`src/hdl/assert_macros.svh`:
```
// Assertion macros used by the splitter top level.
// Needs a clock named clk and an active-low reset named rst_n in scope.
`ifndef ASSERT_MACROS_SVH
`define ASSERT_MACROS_SVH

// Same-cycle implication, checked outside reset.
`define AFS_ASSERT_IMP(lbl, ante, cons, msg) \
  lbl: assert property (@(posedge clk) disable iff (!rst_n) (ante) |-> (cons)) \
    else $error(msg);

// Next-cycle implication, checked outside reset.
`define AFS_ASSERT_NXT(lbl, ante, cons, msg) \
  lbl: assert property (@(posedge clk) disable iff (!rst_n) (ante) |=> (cons)) \
    else $error(msg);

`endif

```
`src/hdl/afs_pkg.sv`:
```
// Types, codes and length tables for the AMR storage-file frame splitter.
// No dependencies.
package afs_pkg;

  // Parser phase
  typedef enum logic [1:0] {
    PH_HEADER  = 2'd0,
    PH_MODE    = 2'd1,
    PH_PAYLOAD = 2'd2,
    PH_STOP    = 2'd3
  } afs_phase_t;

  // Byte classes
  localparam logic [1:0] CLS_HEADER  = 2'd0;
  localparam logic [1:0] CLS_MODE    = 2'd1;
  localparam logic [1:0] CLS_PAYLOAD = 2'd2;
  localparam logic [1:0] CLS_DISCARD = 2'd3;

  // Status codes
  localparam logic [1:0] ST_OK      = 2'd0;
  localparam logic [1:0] ST_BAD_HDR = 2'd1;
  localparam logic [1:0] ST_BAD_WB  = 2'd2;

  localparam logic [3:0] NB_HDR_END_POS = 4'd5;
  localparam logic [3:0] WB_HDR_END_POS = 4'd8;
  localparam logic [7:0] CH_NEWLINE     = 8'h0a;

  typedef struct packed {
    logic [7:0] data_byte;
    logic       file_start;
  } afs_in_t;

  typedef struct packed {
    logic [7:0] byte_out;
    logic [1:0] byte_class;
    logic       is_wideband;
    logic [3:0] frame_type;
    logic       frame_last;
    logic [1:0] status;
  } afs_out_t;

  // Wideband magic "#!AMR-WB\n"; the narrowband magic is its first five bytes plus newline
  function automatic logic [7:0] magic_wb(input logic [3:0] pos);
    logic [7:0] ch;
    unique case (pos)
      4'd0:    ch = 8'h23;
      4'd1:    ch = 8'h21;
      4'd2:    ch = 8'h41;
      4'd3:    ch = 8'h4d;
      4'd4:    ch = 8'h52;
      4'd5:    ch = 8'h2d;
      4'd6:    ch = 8'h57;
      4'd7:    ch = 8'h42;
      4'd8:    ch = CH_NEWLINE;
      default: ch = 8'h00;
    endcase
    return ch;
  endfunction

  // Narrowband payload length per frame type
  function automatic logic [5:0] nb_len(input logic [3:0] t);
    logic [5:0] len;
    unique case (t)
      4'd0:    len = 6'd12;
      4'd1:    len = 6'd13;
      4'd2:    len = 6'd15;
      4'd3:    len = 6'd17;
      4'd4:    len = 6'd19;
      4'd5:    len = 6'd20;
      4'd6:    len = 6'd26;
      4'd7:    len = 6'd31;
      4'd8:    len = 6'd5;
      4'd9:    len = 6'd6;
      4'd10:   len = 6'd5;
      4'd11:   len = 6'd5;
      default: len = 6'd0;
    endcase
    return len;
  endfunction

  // Wideband payload length per frame type; types 10..14 have none
  function automatic logic [5:0] wb_len(input logic [3:0] t);
    logic [5:0] len;
    unique case (t)
      4'd0:    len = 6'd17;
      4'd1:    len = 6'd23;
      4'd2:    len = 6'd32;
      4'd3:    len = 6'd36;
      4'd4:    len = 6'd40;
      4'd5:    len = 6'd46;
      4'd6:    len = 6'd50;
      4'd7:    len = 6'd58;
      4'd8:    len = 6'd60;
      4'd9:    len = 6'd5;
      default: len = 6'd0;
    endcase
    return len;
  endfunction

  function automatic logic wb_invalid(input logic [3:0] t);
    return (t >= 4'd10) && (t <= 4'd14);
  endfunction

endpackage

```
`src/hdl/afs_parse.sv`:
```
// Parser state and per-byte classification for the frame splitter.
// Depends on afs_pkg.
module afs_parse (
  input  logic             clk,
  input  logic             rst_n,
  input  logic             step,
  input  afs_pkg::afs_in_t item,
  output afs_pkg::afs_out_t result
);
  import afs_pkg::*;

  afs_phase_t phase_r, phase_nxt, phase_eff;
  logic [3:0] hpos_r, hpos_nxt, hpos_eff;
  logic       wide_r, wide_nxt, wide_eff;
  logic [5:0] rem_r, rem_nxt, rem_eff;
  logic [3:0] type_r, type_nxt, type_eff;

  logic [7:0] b;
  logic [3:0] t;
  logic [5:0] len;
  logic       len_bad;
  logic       hdr_nb_end;
  logic       hdr_match;
  logic [1:0] cls;
  logic       last;
  logic [1:0] status;

  // A new file restarts everything before the byte is looked at
  always_comb begin
    if (item.file_start) begin
      phase_eff = PH_HEADER;
      hpos_eff  = '0;
      wide_eff  = 1'b0;
      rem_eff   = '0;
      type_eff  = '0;
    end else begin
      phase_eff = phase_r;
      hpos_eff  = hpos_r;
      wide_eff  = wide_r;
      rem_eff   = rem_r;
      type_eff  = type_r;
    end
  end

  assign b          = item.data_byte;
  assign t          = b[6:3];
  assign len        = wide_eff ? wb_len(t) : nb_len(t);
  assign len_bad    = wide_eff && wb_invalid(t);
  assign hdr_nb_end = (hpos_eff == NB_HDR_END_POS) && (b == CH_NEWLINE);
  assign hdr_match  = (hpos_eff <= WB_HDR_END_POS) && (b == magic_wb(hpos_eff));

  // Next state
  always_comb begin
    phase_nxt = phase_eff;
    hpos_nxt  = hpos_eff;
    wide_nxt  = wide_eff;
    rem_nxt   = rem_eff;
    type_nxt  = type_eff;
    unique case (phase_eff)
      PH_HEADER: begin
        if (hdr_nb_end) begin
          wide_nxt  = 1'b0;
          hpos_nxt  = '0;
          phase_nxt = PH_MODE;
        end else if (hdr_match) begin
          if (hpos_eff == WB_HDR_END_POS) begin
            wide_nxt  = 1'b1;
            hpos_nxt  = '0;
            phase_nxt = PH_MODE;
          end else begin
            hpos_nxt = hpos_eff + 4'd1;
          end
        end else begin
          wide_nxt  = 1'b0;
          phase_nxt = PH_STOP;
        end
      end
      PH_MODE: begin
        type_nxt = t;
        if (len_bad) begin
          phase_nxt = PH_STOP;
        end else if (len != '0) begin
          rem_nxt   = len;
          phase_nxt = PH_PAYLOAD;
        end
      end
      PH_PAYLOAD: begin
        if (rem_eff <= 6'd1) begin
          rem_nxt   = '0;
          phase_nxt = PH_MODE;
        end else begin
          rem_nxt = rem_eff - 6'd1;
        end
      end
      default: begin
      end
    endcase
  end

  // Outputs
  always_comb begin
    cls    = CLS_HEADER;
    last   = 1'b0;
    status = ST_OK;
    unique case (phase_eff)
      PH_HEADER: begin
        if (!hdr_nb_end && !hdr_match) status = ST_BAD_HDR;
      end
      PH_MODE: begin
        cls = CLS_MODE;
        if (len_bad) status = ST_BAD_WB;
        else if (len == '0) last = 1'b1;
      end
      PH_PAYLOAD: begin
        cls  = CLS_PAYLOAD;
        last = (rem_eff <= 6'd1);
      end
      default: begin
        cls    = CLS_DISCARD;
        status = wide_eff ? ST_BAD_WB : ST_BAD_HDR;
      end
    endcase
  end

  always_comb begin
    result.byte_out    = b;
    result.byte_class  = cls;
    result.is_wideband = wide_nxt;
    result.frame_type  = type_nxt;
    result.frame_last  = last;
    result.status      = status;
  end

  // State update once per processed byte
  always_ff @(posedge clk) begin
    if (!rst_n) begin
      phase_r <= PH_HEADER;
      hpos_r  <= '0;
      wide_r  <= 1'b0;
      rem_r   <= '0;
      type_r  <= '0;
    end else if (step) begin
      phase_r <= phase_nxt;
      hpos_r  <= hpos_nxt;
      wide_r  <= wide_nxt;
      rem_r   <= rem_nxt;
      type_r  <= type_nxt;
    end
  end

endmodule

```
`src/hdl/amr_file_frame_splitter.sv`:
```
// AMR storage-file frame splitter: one result per byte, through the input
// register, then the result register. Throughput one byte per cycle unless
// out_ready stalls; the parser state loop is combinational between the
// two registers. Synchronous active-low reset clears both valid flags and
// the parser state (header phase). Depends on afs_pkg and assert_macros.svh.
`include "assert_macros.svh"

module amr_file_frame_splitter (
  input  logic              clk,
  input  logic              rst_n,
  input  logic              in_valid,
  output logic              in_ready,
  input  afs_pkg::afs_in_t  in_data,
  output logic              out_valid,
  input  logic              out_ready,
  output afs_pkg::afs_out_t out_data
);
  import afs_pkg::*;

  logic     in_valid_r;
  afs_in_t  in_data_r;
  logic     out_valid_r;
  afs_out_t out_data_r;
  afs_out_t result;
  logic     out_free;
  logic     step;

  assign out_free = !out_valid_r || out_ready;
  assign step     = in_valid_r && out_free;
  assign in_ready = !in_valid_r || out_free;

  // Input register
  always_ff @(posedge clk) begin
    if (!rst_n) begin
      in_valid_r <= 1'b0;
    end else if (in_ready) begin
      in_valid_r <= in_valid;
    end
  end

  always_ff @(posedge clk) begin
    if (in_ready && in_valid) begin
      in_data_r <= in_data;
    end
  end

  afs_parse u_parse (
    .clk    (clk),
    .rst_n  (rst_n),
    .step   (step),
    .item   (in_data_r),
    .result (result)
  );

  // Result register
  always_ff @(posedge clk) begin
    if (!rst_n) begin
      out_valid_r <= 1'b0;
    end else if (out_free) begin
      out_valid_r <= in_valid_r;
    end
  end

  always_ff @(posedge clk) begin
    if (step) begin
      out_data_r <= result;
    end
  end

  assign out_valid = out_valid_r;
  assign out_data  = out_data_r;

  `AFS_ASSERT_IMP(a_discard_status, out_valid_r && (out_data_r.byte_class == CLS_DISCARD), out_data_r.status != ST_OK, "discarded byte with ok status")
  `AFS_ASSERT_IMP(a_err_not_last, out_valid_r && (out_data_r.status != ST_OK), !out_data_r.frame_last, "error byte marked frame end")
  `AFS_ASSERT_IMP(a_header_clean, out_valid_r && (out_data_r.byte_class == CLS_HEADER), (out_data_r.frame_type == 4'd0) && !out_data_r.frame_last, "header byte carries frame info")
  `AFS_ASSERT_NXT(a_step_fills, step, out_valid_r, "processed byte lost before result register")

endmodule
```
`config.mk`:
```
export PLATFORM = sky130hd
export DESIGN_NAME = amr_file_frame_splitter
export DESIGN_NICKNAME = d
export VERILOG_FILES = /design/src/hdl/afs_pkg.sv /design/src/hdl/afs_parse.sv /design/src/hdl/amr_file_frame_splitter.sv
export VERILOG_INCLUDE_DIRS = /design/src /design/src/hdl
export SDC_FILE = /design/constraint.sdc
export NUM_CORES = 1
export LEC_CHECK = 0
export BUFFER_PORTS_ARGS = -buffer_cell sky130_fd_sc_hd__buf_4
export CORE_MARGIN = 5
export CORE_UTILIZATION = 60
export CTS_CLUSTER_SIZE = 12
export DETAILED_ROUTE_END_ITERATION = 6
export GPL_TIMING_DRIVEN = 0
export PLACE_DENSITY = 0.81
export SLEW_MARGIN = 10
export SYNTH_ARGS = -nofsm -noshare
export SYNTH_HDL_FRONTEND = slang
export SYNTH_SLANG_ARGS = --single-unit
```
`constraint.sdc`:
```
create_clock -name clk -period 5.7 [get_ports clk]
set_input_delay 1.14 -clock clk [delete_from_list [all_inputs] [get_ports clk]]
set_output_delay 1.14 -clock clk [all_outputs]
set_load 0.01 [all_outputs]
```
# --- Word level (Yosys, flattened, before mapping) ---
# Memories as Yosys holds them, arrays and structs flattened. A register that Yosys moved wholly into a read port is not among the register bits.
# Cells that the tools add are included.
totals:
  output_inout_bits: 20
  romBits: 288
  input_bits: 13
  n_memories: 3
  reg_bits: 46
memory_table:
  columns: ["name", "depth", "word_bits", "rd", "rd_clocked_by_memory_dff", "write_ports", "line", "text"]
  rows:
  - ["(no name shown)", 16, 7, 1, 0, 0, "afs_pkg.sv:45", "unique case (pos)"]
  - ["(no name shown)", 16, 6, 1, 1, 0, "afs_pkg.sv:84", "unique case (t)"]
  - ["(no name shown)", 16, 5, 1, 1, 0, "afs_pkg.sv:63", "unique case (t)"]
op_classes:
  n_lt_le_gt_ge: 4
  addsub: 2
  eq_ne: 6
  mux: 36
  n_reduce_logical: 16
op_table:
  columns: ["op", "n"]
  rows:
  - ["4-bit two-way mux", 9]
  - ["6-bit two-way mux", 5]
  - ["2-bit two-way mux", 9]
  - ["2-bit one-hot mux with 3 select lines", 3]
  - ["6-bit one-hot mux with 2 select lines", 1]
  - ["8-bit by 4-bit == test with 1-bit output, second input constant", 1]
  - ["8-bit == test", 1]
  - ["4-bit <= comparator, second input constant", 2]
  - ["1-bit two-way mux", 8]
  - ["1-bit logical AND", 7]
  - ["6-bit by 1-bit <= comparator with 1-bit output, second input constant", 1]
  - ["6-bit zero test", 1]
  - ["6-bit nonzero test", 1]
  - ["6-bit by 1-bit subtractor with 6-bit output, second input constant", 1]
  - ["4-bit by 1-bit adder with 4-bit output, second input constant", 1]
  - ["4-bit by 3-bit == test with 1-bit output, second input constant", 1]
  - ["4-bit == test, second input constant", 1]
  - ["4-bit >= comparator, second input constant", 1]
  - ["1-bit zero test", 4]
  - ["2-bit by 1-bit == test with 1-bit output, second input constant", 1]
  - ["2-bit == test, second input constant", 1]
  - ["2-bit zero test", 1]
  - ["1-bit logical OR", 2]
  - ["1-bit one-hot mux with 2 select lines", 1]

# --- Longest topological paths before layout ---
# Gate-level depths: netlist of the first run.
# An unclocked memory read counts as a cell.
depth:
  ltp_word: 8
  ltp_mapped: 14
  ltp_nobuf: 10

# --- Modules after synthesis ---
# From an unflattened synthesis of the first run, not the netlist that was laid out.
unflattened:
  hier_cells: 372
  hier_area_um2: 3279.4
by_module_without_submodules:
  columns: ["mod", "seq_area_each_um2", "n_inst", "cells_each", "area_each_um2"]
  rows:
  - ["afs_parse", 340.3, 1, 336, 2364.8]
  - ["amr_file_frame_splitter", 850.8, 1, 36, 914.6]

# --- Worst setup path before layout of the first run ---
# No wires, ideal clock.
synth_path:
  kind: "reg-to-reg"
  start: "register in_data_r[0] in the netlist's numbering"
  end: "register u_parse.hpos_r[2]"
  t_arrival_ps: 3349
  path_slack_ps: 2288
  required_time_ps: 5637
  period_less_slack_ps: 3412
  stages_incl_launch_ff: 14
  setup_ps: 63
  cell_sequence: "edfxtp_1 > buf_4 > clkbuf_1 > clkbuf_1 > nor2b_1 > inv_1 > ha_1 > nor4bb_1 > a2111oi_4 > xnor2_1 > or4_1 > clkbuf_1 > or4_1 > nand3_1"
synth_via:
  elab_chain_len: 7
synth_rtl:
  columns: ["element", "line", "text"]
  rows:
  - ["start: declaration", "amr_file_frame_splitter.sv:21", "afs_in_t in_data_r;"]
  - ["start signal: assignment", "amr_file_frame_splitter.sv:43", "in_data_r <= in_data;"]
  - ["4-bit two-way mux", "afs_parse.sv:30", "if (item.file_start) begin"]
  - ["memory read 16 x 7 bit", null, null]
  - ["8-bit == test", "afs_parse.sv:50", "assign hdr_match = (hpos_eff <= WB_HDR_END_POS) && (b == magic_wb(hpos_eff));"]
  - ["1-bit logical AND", "afs_parse.sv:50", null]
  - ["4-bit two-way mux", "afs_parse.sv:65", "end else if (hdr_match) begin"]
  - ["4-bit two-way mux", "afs_parse.sv:61", "if (hdr_nb_end) begin"]
  - ["4-bit two-way mux *", "afs_parse.sv:59", "unique case (phase_eff)"]
  - ["end signal: assignment", "afs_parse.sv:144", "hpos_r <= hpos_nxt;"]
  - ["end: declaration", "afs_parse.sv:13", "logic [3:0] hpos_r, hpos_nxt, hpos_eff;"]
# Mark *: on every way between the ends. The rest lies on a longest branch, timed or not.
# A chain may end at the register's enable or synchronous reset.

==> qor.yml, run 1 <==
status: "complete, no violations"
synthCells: 363
cts.reportedPaths.clkPinSlew_ps: 60
path_delay_family: "simple AND/OR/NAND/NOR gates"
drtAntennaViolNets: 0
vias: 2981
syn_nets: 393
ir_worst_vdd_mv: 0.167
crit_top_cell: "clkbuf_1"
cts_resized: 0
leakagePower_nw: 1.52
period_share_pct: 75.6
setup.worst_path.start: "in_data_r[0]"
cts_sinks: 57
hold_depth: 0
drt_iter0_drc: 286
grt_pass1_wl_um: 13500
coreArea_sq_mm: 0.00541
fin_tns_setup_ps: 0
netlist_area_sq_mm: 0.00329
slew_headroom_pct: 50.8
syn_to_final_growth_pct: 16.2
worst_slew_pin_slew_ps: 728
clock-skew-final_ps: 5.86
yosysWarnings: 0
gp_congestion: 0.924
antenna_found_initial: 0
start_kind: "flip-flop"
routedWlPerCell_um: 16.6
critPathBufInv: 5
synth_ff_type: "dfxtp_1"
synth_edf_count: 27
drc_errors: 0
ctsHoldBuffers: 0
rr_endpoint: "out_data[0]"
firstDrtPassIters: 5
cts-root-buf: "clkbuf_8"
whs_ps: 450
portBuffers: 32
drive_gt1_share_pct: 12.7
crit_fanout: 10
dieArea_sq_mm: 0.00707
num_io_pins: 33
ys_seq_area_share_pct: 42.9
ff2ff_path_depth: 13
overflow: 0
path_cells: "buf_4, clkbuf_1, clkbuf_1, nor2b_1, inv_1, ha_1, nor4bb_1, a2111oi_4, xnor2_1, or4_1, clkbuf_1, nor3_1, o31ai_1"
fillCellCount: 435
final-hold-violation-count: 0
hold_path_class: "reg -> reg"
layout_min_cycle_time_ps: 4310
maxSlewViolCount: 0
routed_wirelength_um: 8010
max_stage_delay_ps: 660
grt_setup_unrepaired: "no"
cap_violations: 0
cts_setup_buffers: 0
crit_arrival_ps: 4370
via_per_inst: 6.17
r2r_start: "in_data_r[0]"
synth.distinct_cells: 56
num_antenna_cells: 0
die_h_um: 84.1
nNetsFinal: 436
cts_buffer_depth: 2
fmax_mhz: 232
cts_made_buffers: 9
syn_area_per_cell_sq_um: 9.07
worstSkewPairLatency_ps: 330
fp.dieW_um: 84.1
grt_usage_pct: 23.8
cp-end-kind: "flip-flop"
ys_ff_latch: 57
crit_required_ps: 5760
initial_core_util_pct: 60.9
cts_tree: "built"
htree_levels: 3
rows: 27
ys_async_sr_fraction_pct: 0
r2r_setup_slack_ps: 1390
path_class: "reg -> reg"
holdCritStartpoint: "in_data_r[6]"
grt_max_degree: 28
cpMaxStageDelayCell: "nor4bb_1"
whs_endpoint: "out_data[15]"
power_density_mw_per_mm2: 258
place_hpwl_um: 5900
grt_pass1_vias: 2910
setup_violations: 0
==> synth_stat cells, types with 5 or more instances <==
master / n / share of area [%]
dfxtp_1: 30 / 18
and2_1: 5 / 0.95
o22ai_1: 5 / 0.95
o21ai_0: 23 / 3.5
a21oi_1: 29 / 4.4
nand2_1: 43 / 4.9
nor2b_1: 5 / 0.95
mux2i_1: 12 / 3.6
edfxtp_1: 27 / 25
inv_1: 20 / 2.3
nand2b_1: 6 / 1.1
nor4_1: 6 / 1.1
nor3_1: 8 / 1.2
and3_1: 5 / 0.95
ha_1: 17 / 6.5
nand3_1: 10 / 1.5
clkbuf_1: 15 / 1.7
nor2_1: 22 / 2.5
==> cell families (layout without fill, tap and decap cells) <==
kind of cell,after synthesis,after routing,share of synthesized area [%]
AOI/OAI and AO/OA,104,104,21.2
buffers and inverters,40,88,4.79
muxes,13,13,3.99
and+or+nand+nor,126,126,19.1
xor gates and xnor gates,6,6,1.60
DFF,57,57,42.9
adders and majority gates,17,17,6.46
==> stage by stage <==
step                setup slack (ps)  instance area (sq um)  total power, W  std cells  util, %
finish                          1390                   3830        0.000987        483     70.8
global route                    1100                   3830         0.00103        483     70.8
CTS                             1460                   3830        0.000992        483     70.8
detailed placement              1510                   3620        0.000605        467     67.0
global placement                1520                   3620        0.000601        467     67.0
floorplan                       2290                   3290        0.000560        363        -
==> routing by layer <==
metal / track usage (%) / routed length, um
met5: 0 / 0
met4: 9.65 / 215
met3: 4.74 / 548
met2: 40.9 / 3850
met1: 29.0 / 3400
==> cell usage in the layout (no fill, tap or decap), drive strengths merged, types with 12 or more instances in the layout <==
cell,instances
dfxtp,30
mux2i,12
ha,17
o21ai,23
buf,37
nor2,22
edfxtp,27
clkbuf,26
nand2,43
a21oi,29
inv,20
==> worst max-delay path by stage <==
stage                              endpoint  slack (ps)  depth (start not counted)
final                           out_data[0]        1390                         13
after global routing            out_data[0]        1100                         13
after CTS                       out_data[0]        1460                         13
after detailed placement        out_data[0]        1510                         13
after global placement          out_data[0]        1520                         13
after floorplan           u_parse.hpos_r[2]        2290                         13
==> cell type report <==
class | instances | area, sq um | share of cell area [%]
clock buffer | 11 | 131 | 3.43
tap | 72 | 90.1 | 2.35
timing repair buffer | 32 | 240 | 6.28
multi-input combinational | 266 | 1720 | 45.0
buffer | 20 | 83.8 | 2.19
sequential | 57 | 1410 | 36.9
clock inverter | 5 | 71.3 | 1.86
inverter | 20 | 75.1 | 1.96
==> power breakdown <==
part	switching, W	leakage (nW)	internal, W
clock	0.000146	0.100	0.000242
combinational	0.0000789	0.918	0.0000502
sequential	0.0000159	0.505	0.000454
Power figures use the tool's default switching activity.
==> inputs of run 2 (changes only) <==
CORE_UTILIZATION = 53   (was 60)
PLACE_DENSITY = 0.76   (was 0.81)
clock period = 3.92 ns   (was 5.7 ns; I/O delays follow)
==> run 2 against run 1 <==
  * Combinational power grew 46%
  * Power rose by 42%
  * Maximum frequency rose by 15%
==> qor.yml, run 2 (same netlist as run 1, synthesis figures left out) <==
grt_setup_unrepaired: "no"
path_class: "reg -> reg"
vias: 2946  # -1.2%
firstDrtPassIters: 5  # unchanged
setup_violations: 0  # unchanged
r2r_setup_slack_ps: 180  # -1210 ps
coreArea_sq_mm: 0.00599  # +11%
drc_errors: 0  # unchanged
grt_max_degree: 28  # unchanged
fp.dieW_um: 88.8  # +5.6%
maxSlewViolCount: 0  # unchanged
power_density_mw_per_mm2: 365  # +42%
fmax_mhz: 267  # +15%
final_area_sq_mm: 0.00385  # +0.59%
clock-skew-final_ps: 10.2  # +4.37 ps
num_io_pins: 33  # unchanged
drtAntennaViolNets: 0  # unchanged
routed_wirelength_um: 7950  # -0.85%
grt_pass1_vias: 2847  # -2.2%
comb_power_share_pct: 13.4  # +0.3 points
place_area_sq_mm: 0.00363  # +0.10%
slew_headroom_pct: 53.8  # +3.0 points
cap_violations: 0  # unchanged
overflow: 0  # unchanged
use_met1_pct: 28.1  # -0.89 points
globalRouteMet3Util_pct: 6.80  # +2.1 points
grt_usage_pct: 22.2  # -1.6 points
cts-root-buf: "clkbuf_8"
final_cell_mix: "43 x nand2_1, 33 x buf_4, 30 x dfxtp_1"
crit_fanout: 10  # unchanged
grt_pass1_wl_um: 13400  # -1.2%
cts.reportedPaths.clkPinSlew_ps: 60  # about the same
p_seq_share_pct: 48.6  # +1.0 points
cts_tree: "built"
portBuffers: 32  # unchanged
status: "complete, no violations"
leakagePower_nw: 1.53  # +0.77%
routedWlPerCell_um: 16.4  # -1.3%
cts_buffer_depth: 2  # unchanged
antenna_found_initial: 0  # unchanged
dieArea_sq_mm: 0.00789  # +12%
hold_path_class: "reg -> reg"
post-route-util_pct: 64.3  # -6.5 points
via_per_inst: 6.07  # -1.6%
ctsHoldBuffers: 0  # unchanged
ff_latch_area_sq_mm: 0.00141  # unchanged
die_h_um: 88.8  # +5.6%
cts_sinks: 57  # unchanged
drt_iter0_drc: 333  # +16%
cts_made_buffers: 9  # unchanged
htree_levels: 3  # unchanged
initial_core_util_pct: 55.0  # -6.0 points
period_share_pct: 95.4  # +20 points
hold_depth: 0  # unchanged
num_antenna_cells: 0  # unchanged
worstSkewPairLatency_ps: 340  # about the same
layout_commonest_cell: "nand2_1"
syn_to_final_growth_pct: 16.9
p_int_w: 0.00104  # +39%
final-hold-violation-count: 0  # unchanged
holdCritStartpoint: "in_data_r[6]"
layout_min_cycle_time_ps: 3740  # -571 ps
post-place-cells: 470  # +0.64%
nNetsFinal: 435  # -0.23%
stdcell_count: 485  # +0.41%
fillCellCount: 493  # +13%
r2r_start: "in_data_r[0]"
rr_endpoint: "u_parse.hpos_r[2]"
whs_endpoint: "out_data[15]"
grt_use_met2_pct: 35.4  # -5.5 points
cp-end-kind: "flip-flop"
grt_busiest_layer: "met2"
gp_congestion: 0.935  # +1.2%
ff2ff_path_depth: 14  # +1
swShare_pct: 26.3  # +1.8 points
place_hpwl_um: 5760  # -2.5%
worst_slew_pin_slew_ps: 674  # -53.7 ps
drive_gt1_share_pct: 14.9  # +2.2 points
multi_input_area_sq_mm: 0.00174  # +1.1%
crit_required_ps: 4190  # -1570 ps
rows: 28  # +3.7%
start_kind: "flip-flop"
power.share.clock_pct: 38.1  # -1.2 points
crit_arrival_ps: 4010  # -360 ps
p_sw_w: 0.000369  # +53%
ir_worst_vdd_mv: 0.234  # +40%
## run 2: timing repair
| item | CTS | global route |
|---|---|---|
| gates resized for setup | 3 | 5 |
| gates cloned | 0 | 0 |
| setup endpoints to repair | 7 | 5 |
| buffers inserted | 0 | 0 |
## run 2: power groups by stage
stage                     Combinational, W  Clock, W  Sequential (W)
final                             0.000188  0.000535        0.000683
after floorplan                   0.000121         0        0.000693
after detailed placement          0.000184         0        0.000696
after global placement            0.000180         0        0.000694
after global routing              0.000210  0.000577        0.000687
after CTS                         0.000185  0.000543        0.000683
## run 2: cell type report
cell class	count	area share [%]
sequential	57	36.7
multi-input combinational	266	45.3
buffer	19	2.27
clock buffer	12	4.61
inverter	20	1.95
clock inverter	4	0.552
timing repair buffer	32	6.24
tap	75	2.44
## run 2: how the worst max path moves through the flow
stage                       startpoint           endpoint  slack (ps)  depth (start not counted)
final                     in_data_r[0]  u_parse.hpos_r[2]         180                         14
after global routing      in_data_r[0]  u_parse.hpos_r[0]           7                         11
after floorplan           in_data_r[0]  u_parse.hpos_r[2]         510                         13
after global placement    in_data_r[0]        out_data[0]        -250                         13
after detailed placement  in_data_r[0]        out_data[0]        -300                         13
after CTS                 in_data_r[0]        out_data[0]          40                         13
## run 2: per-stage QoR
stage	total power, W	setup TNS (ps)	hold slack [ps]	setup slack (ps)
CTS	0.00141	0	447	37.6
global placement	0.000874	-657	426	-253
global route	0.00147	0	453	7.30
detailed placement	0.000879	-844	445	-305
finish	0.00141	0	446	180
floorplan	0.000814	0	424	508
## run 2: layer usage
metal | routed length (um) | part of all wire [%] | up-vias
li1 | - | - | 1421
met1 | 3430 | 43 | 1385
met2 | 3760 | 47 | 133
met3 | 665 | 8.4 | 7
met4 | 91 | 1.1 | 0
met5 | 0 | 0 | -
## run 2: critical path, stage by stage (launching register included)
cell	delay, ps
edfxtp_1	350
buf_4	180
clkbuf_2	250
clkbuf_4	260
nor2b_1	80
inv_1	130
ha_1	270
nor4bb_1	300
clkbuf_4	280
a2111oi_4	50
xnor2_1	170
or4_1	520
clkbuf_1	210
or4_1	510
nand3_1	100
==> inputs of run 3 (changes only) <==
CORE_UTILIZATION = 40   (was 53)
PLACE_DENSITY = not set   (was 0.76)
==> run 3 against run 2 <==
  * Die area is 29% higher
  * Cell count is 6.4% higher
  * Register-to-register slack better by 60 ps
  * First-iteration DRC count is 38% lower
  * Clock power is 1% higher
  * Combinational power hardly changed
  * Global-route usage is 5.6 points lower
  * Clock skew is 3.0 ps lower
  * Core utilization is 16 points lower
  * Sequential power hardly changed
==> qor.yml, run 3 (same netlist as run 1, synthesis figures left out) <==
firstDrtPassIters: 5  # unchanged
dp_slack_ps: -372  # -66.8 ps
setup.worst_path.start: "in_data_r[0]"
start_kind: "flip-flop"
routed_wirelength_um: 8200  # +3.2%
gp_congestion: 0.843  # -9.9%
grt_max_degree: 28  # unchanged
drive_gt1_share_pct: 15.1  # +0.21 points
maxSlewViolCount: 0  # unchanged
final-hold-violation-count: 0  # unchanged
period_share_pct: 93.8  # -1.6 points
grt_usage_pct: 16.7  # -5.6 points
nNetsFinal: 436  # +0.23%
final_area_sq_mm: 0.00389  # +1.0%
layout_min_cycle_time_ps: 3680  # -63.8 ps
crit_fanout: 10  # unchanged
slew_headroom_pct: 53.9  # +0.11 points
post-route-util_pct: 47.8  # -16 points
rr_endpoint: "u_parse.hpos_r[2]"
cts_sinks: 57  # unchanged
num_io_pins: 33  # unchanged
grt_pass1_vias: 2657  # -6.7%
via_per_inst: 5.55  # -8.7%
fmax_mhz: 272  # +1.7%
worst_slack_ps: 244  # +63.8 ps
cp-end-kind: "flip-flop"
status: "complete, no violations"
syn_to_final_growth_pct: 18.1
post-place-cells: 500  # +6.4%
cts.reportedPaths.clkPinSlew_ps: 70  # about the same
layout_commonest_cell: "nand2_1"
ir_worst_vdd_mv: 0.231  # -1.3%
cts_made_buffers: 9  # unchanged
grt_pass1_wl_um: 13300  # -0.47%
crit_arrival_ps: 3940  # -70 ps
holdCritStartpoint: "in_data_r[6]"
die_h_um: 101  # +13%
drtAntennaViolNets: 0  # unchanged
worstSkewPairLatency_ps: 330  # about the same
cts_tree: "built"
clock-skew-final_ps: 7.27  # -2.96 ps
htree_levels: 3  # unchanged
worst_slew_pin_slew_ps: 673  # -1.58 ps
cts_buffer_depth: 2  # unchanged
setup_violations: 0  # unchanged
num_antenna_cells: 0  # unchanged
cap_violations: 0  # unchanged
crit_end: "u_parse.hpos_r[2]"
place_hpwl_um: 6000  # +4.1%
path_class: "reg -> reg"
cts-root-buf: "clkbuf_8"
r2r_start: "in_data_r[0]"
ff2ff_path_depth: 14  # unchanged
power_density_mw_per_mm2: 363  # -0.50%
rows: 33  # +18%
drt_iter0_drc: 206  # -38%
fillCellCount: 761  # +54%
hold_path_class: "reg -> reg"
routedWlPerCell_um: 15.9  # -3.0%
initial_core_util_pct: 40.5  # -14 points
r2r_setup_slack_ps: 240  # +60 ps
antenna_found_initial: 0  # unchanged
drc_errors: 0  # unchanged
crit_required_ps: 4190  # about the same
coreArea_sq_mm: 0.00813  # +36%
portBuffers: 32  # unchanged
vias: 2862  # -2.9%
place_area_sq_mm: 0.00367  # +1.1%
overflow: 0  # unchanged
fp.dieW_um: 101  # +13%
grt_setup_unrepaired: "no"
final_cell_mix: "43 x nand2_1, 33 x buf_4, 30 x dfxtp_1"
leakagePower_nw: 1.53  # -0.43%
stdcell_count: 516  # +6.4%
dieArea_sq_mm: 0.0101  # +29%
-- run 3: cell types whose count changed in the layout (fill, tap and decap cells not counted), sizes merged --
cell      previous run  this run
bufinv               0         1
inv                 21        20
clkinvlp             0         2
clkinv               3         2
-- run 3: critical path, cell delays in order (launching register included) --
cell and delay [ps]:
edfxtp_1 350, buf_4 200, clkbuf_2 250, clkbuf_4 260, nor2b_1 80, inv_1 120
ha_1 270, nor4bb_1 280, clkbuf_4 270, a2111oi_4 50, xnor2_1 170, or4_1 500
clkbuf_1 200, or4_1 510, nand3_1 90
-- run 3: area by class of cell --
class	instances	area, sq um	area share [%]
Sequential cell	57	1410	36.3
Timing Repair Buffer	32	240	6.18
Inverter	20	75.1	1.93
Multi-Input combinational cell	266	1740	44.8
Tap cell	105	131	3.38
Clock buffer	11	141	3.64
Buffer	20	92.6	2.38
Clock inverter	5	55.1	1.42
-- run 3: how the worst min path moves through the flow --
stage / slack [ps] / to / cells past startpoint
2_1_floorplan: 420 / out_data[14] / 0
3_3_place_gp: 430 / out_data[15] / 0
3_5_place_dp: 430 / out_data[15] / 0
4_1_cts: 450 / out_data[15] / 0
5_1_grt: 460 / out_data[14] / 0
6_report: 450 / out_data[15] / 0
-- run 3: timing repair --
action | in CTS | in global routing
buffers inserted | 0 | 0
hold endpoints to repair | 0 | 0
hold buffers | 0 | 0
endpoints found under the setup margin | 8 | 7
resized for setup | 3 | 8
-- run 3: routing by layer --
layer	global-route usage (%)	up-vias	wire length [um]
met1	22.7	1314	3830
met5	0	-	0
met2	25.9	109	3710
li1	-	1428	-
met3	4.22	11	556
met4	5.28	0	100
-- run 3: power breakdown --
group	internal (W)	total (W)	leakage (nW)	switching, W
sequential	0.000660	0.000682	0.505	0.0000224
clock	0.000308	0.000541	0.0953	0.000232
combinational	0.0000738	0.000190	0.927	0.000116
total	0.00104	0.00141	1.53	0.000371
-- run 3: metrics by stage --
stage,total power [W],setup TNS [ps],hold slack [ps]
6_report,0.00141,0,450
5_1_grt,0.00147,0,463
4_1_cts,0.00142,0,451
3_5_place_dp,0.000882,-1490,435
3_3_place_gp,0.000880,-1080,429
2_1_floorplan,0.000814,0,424
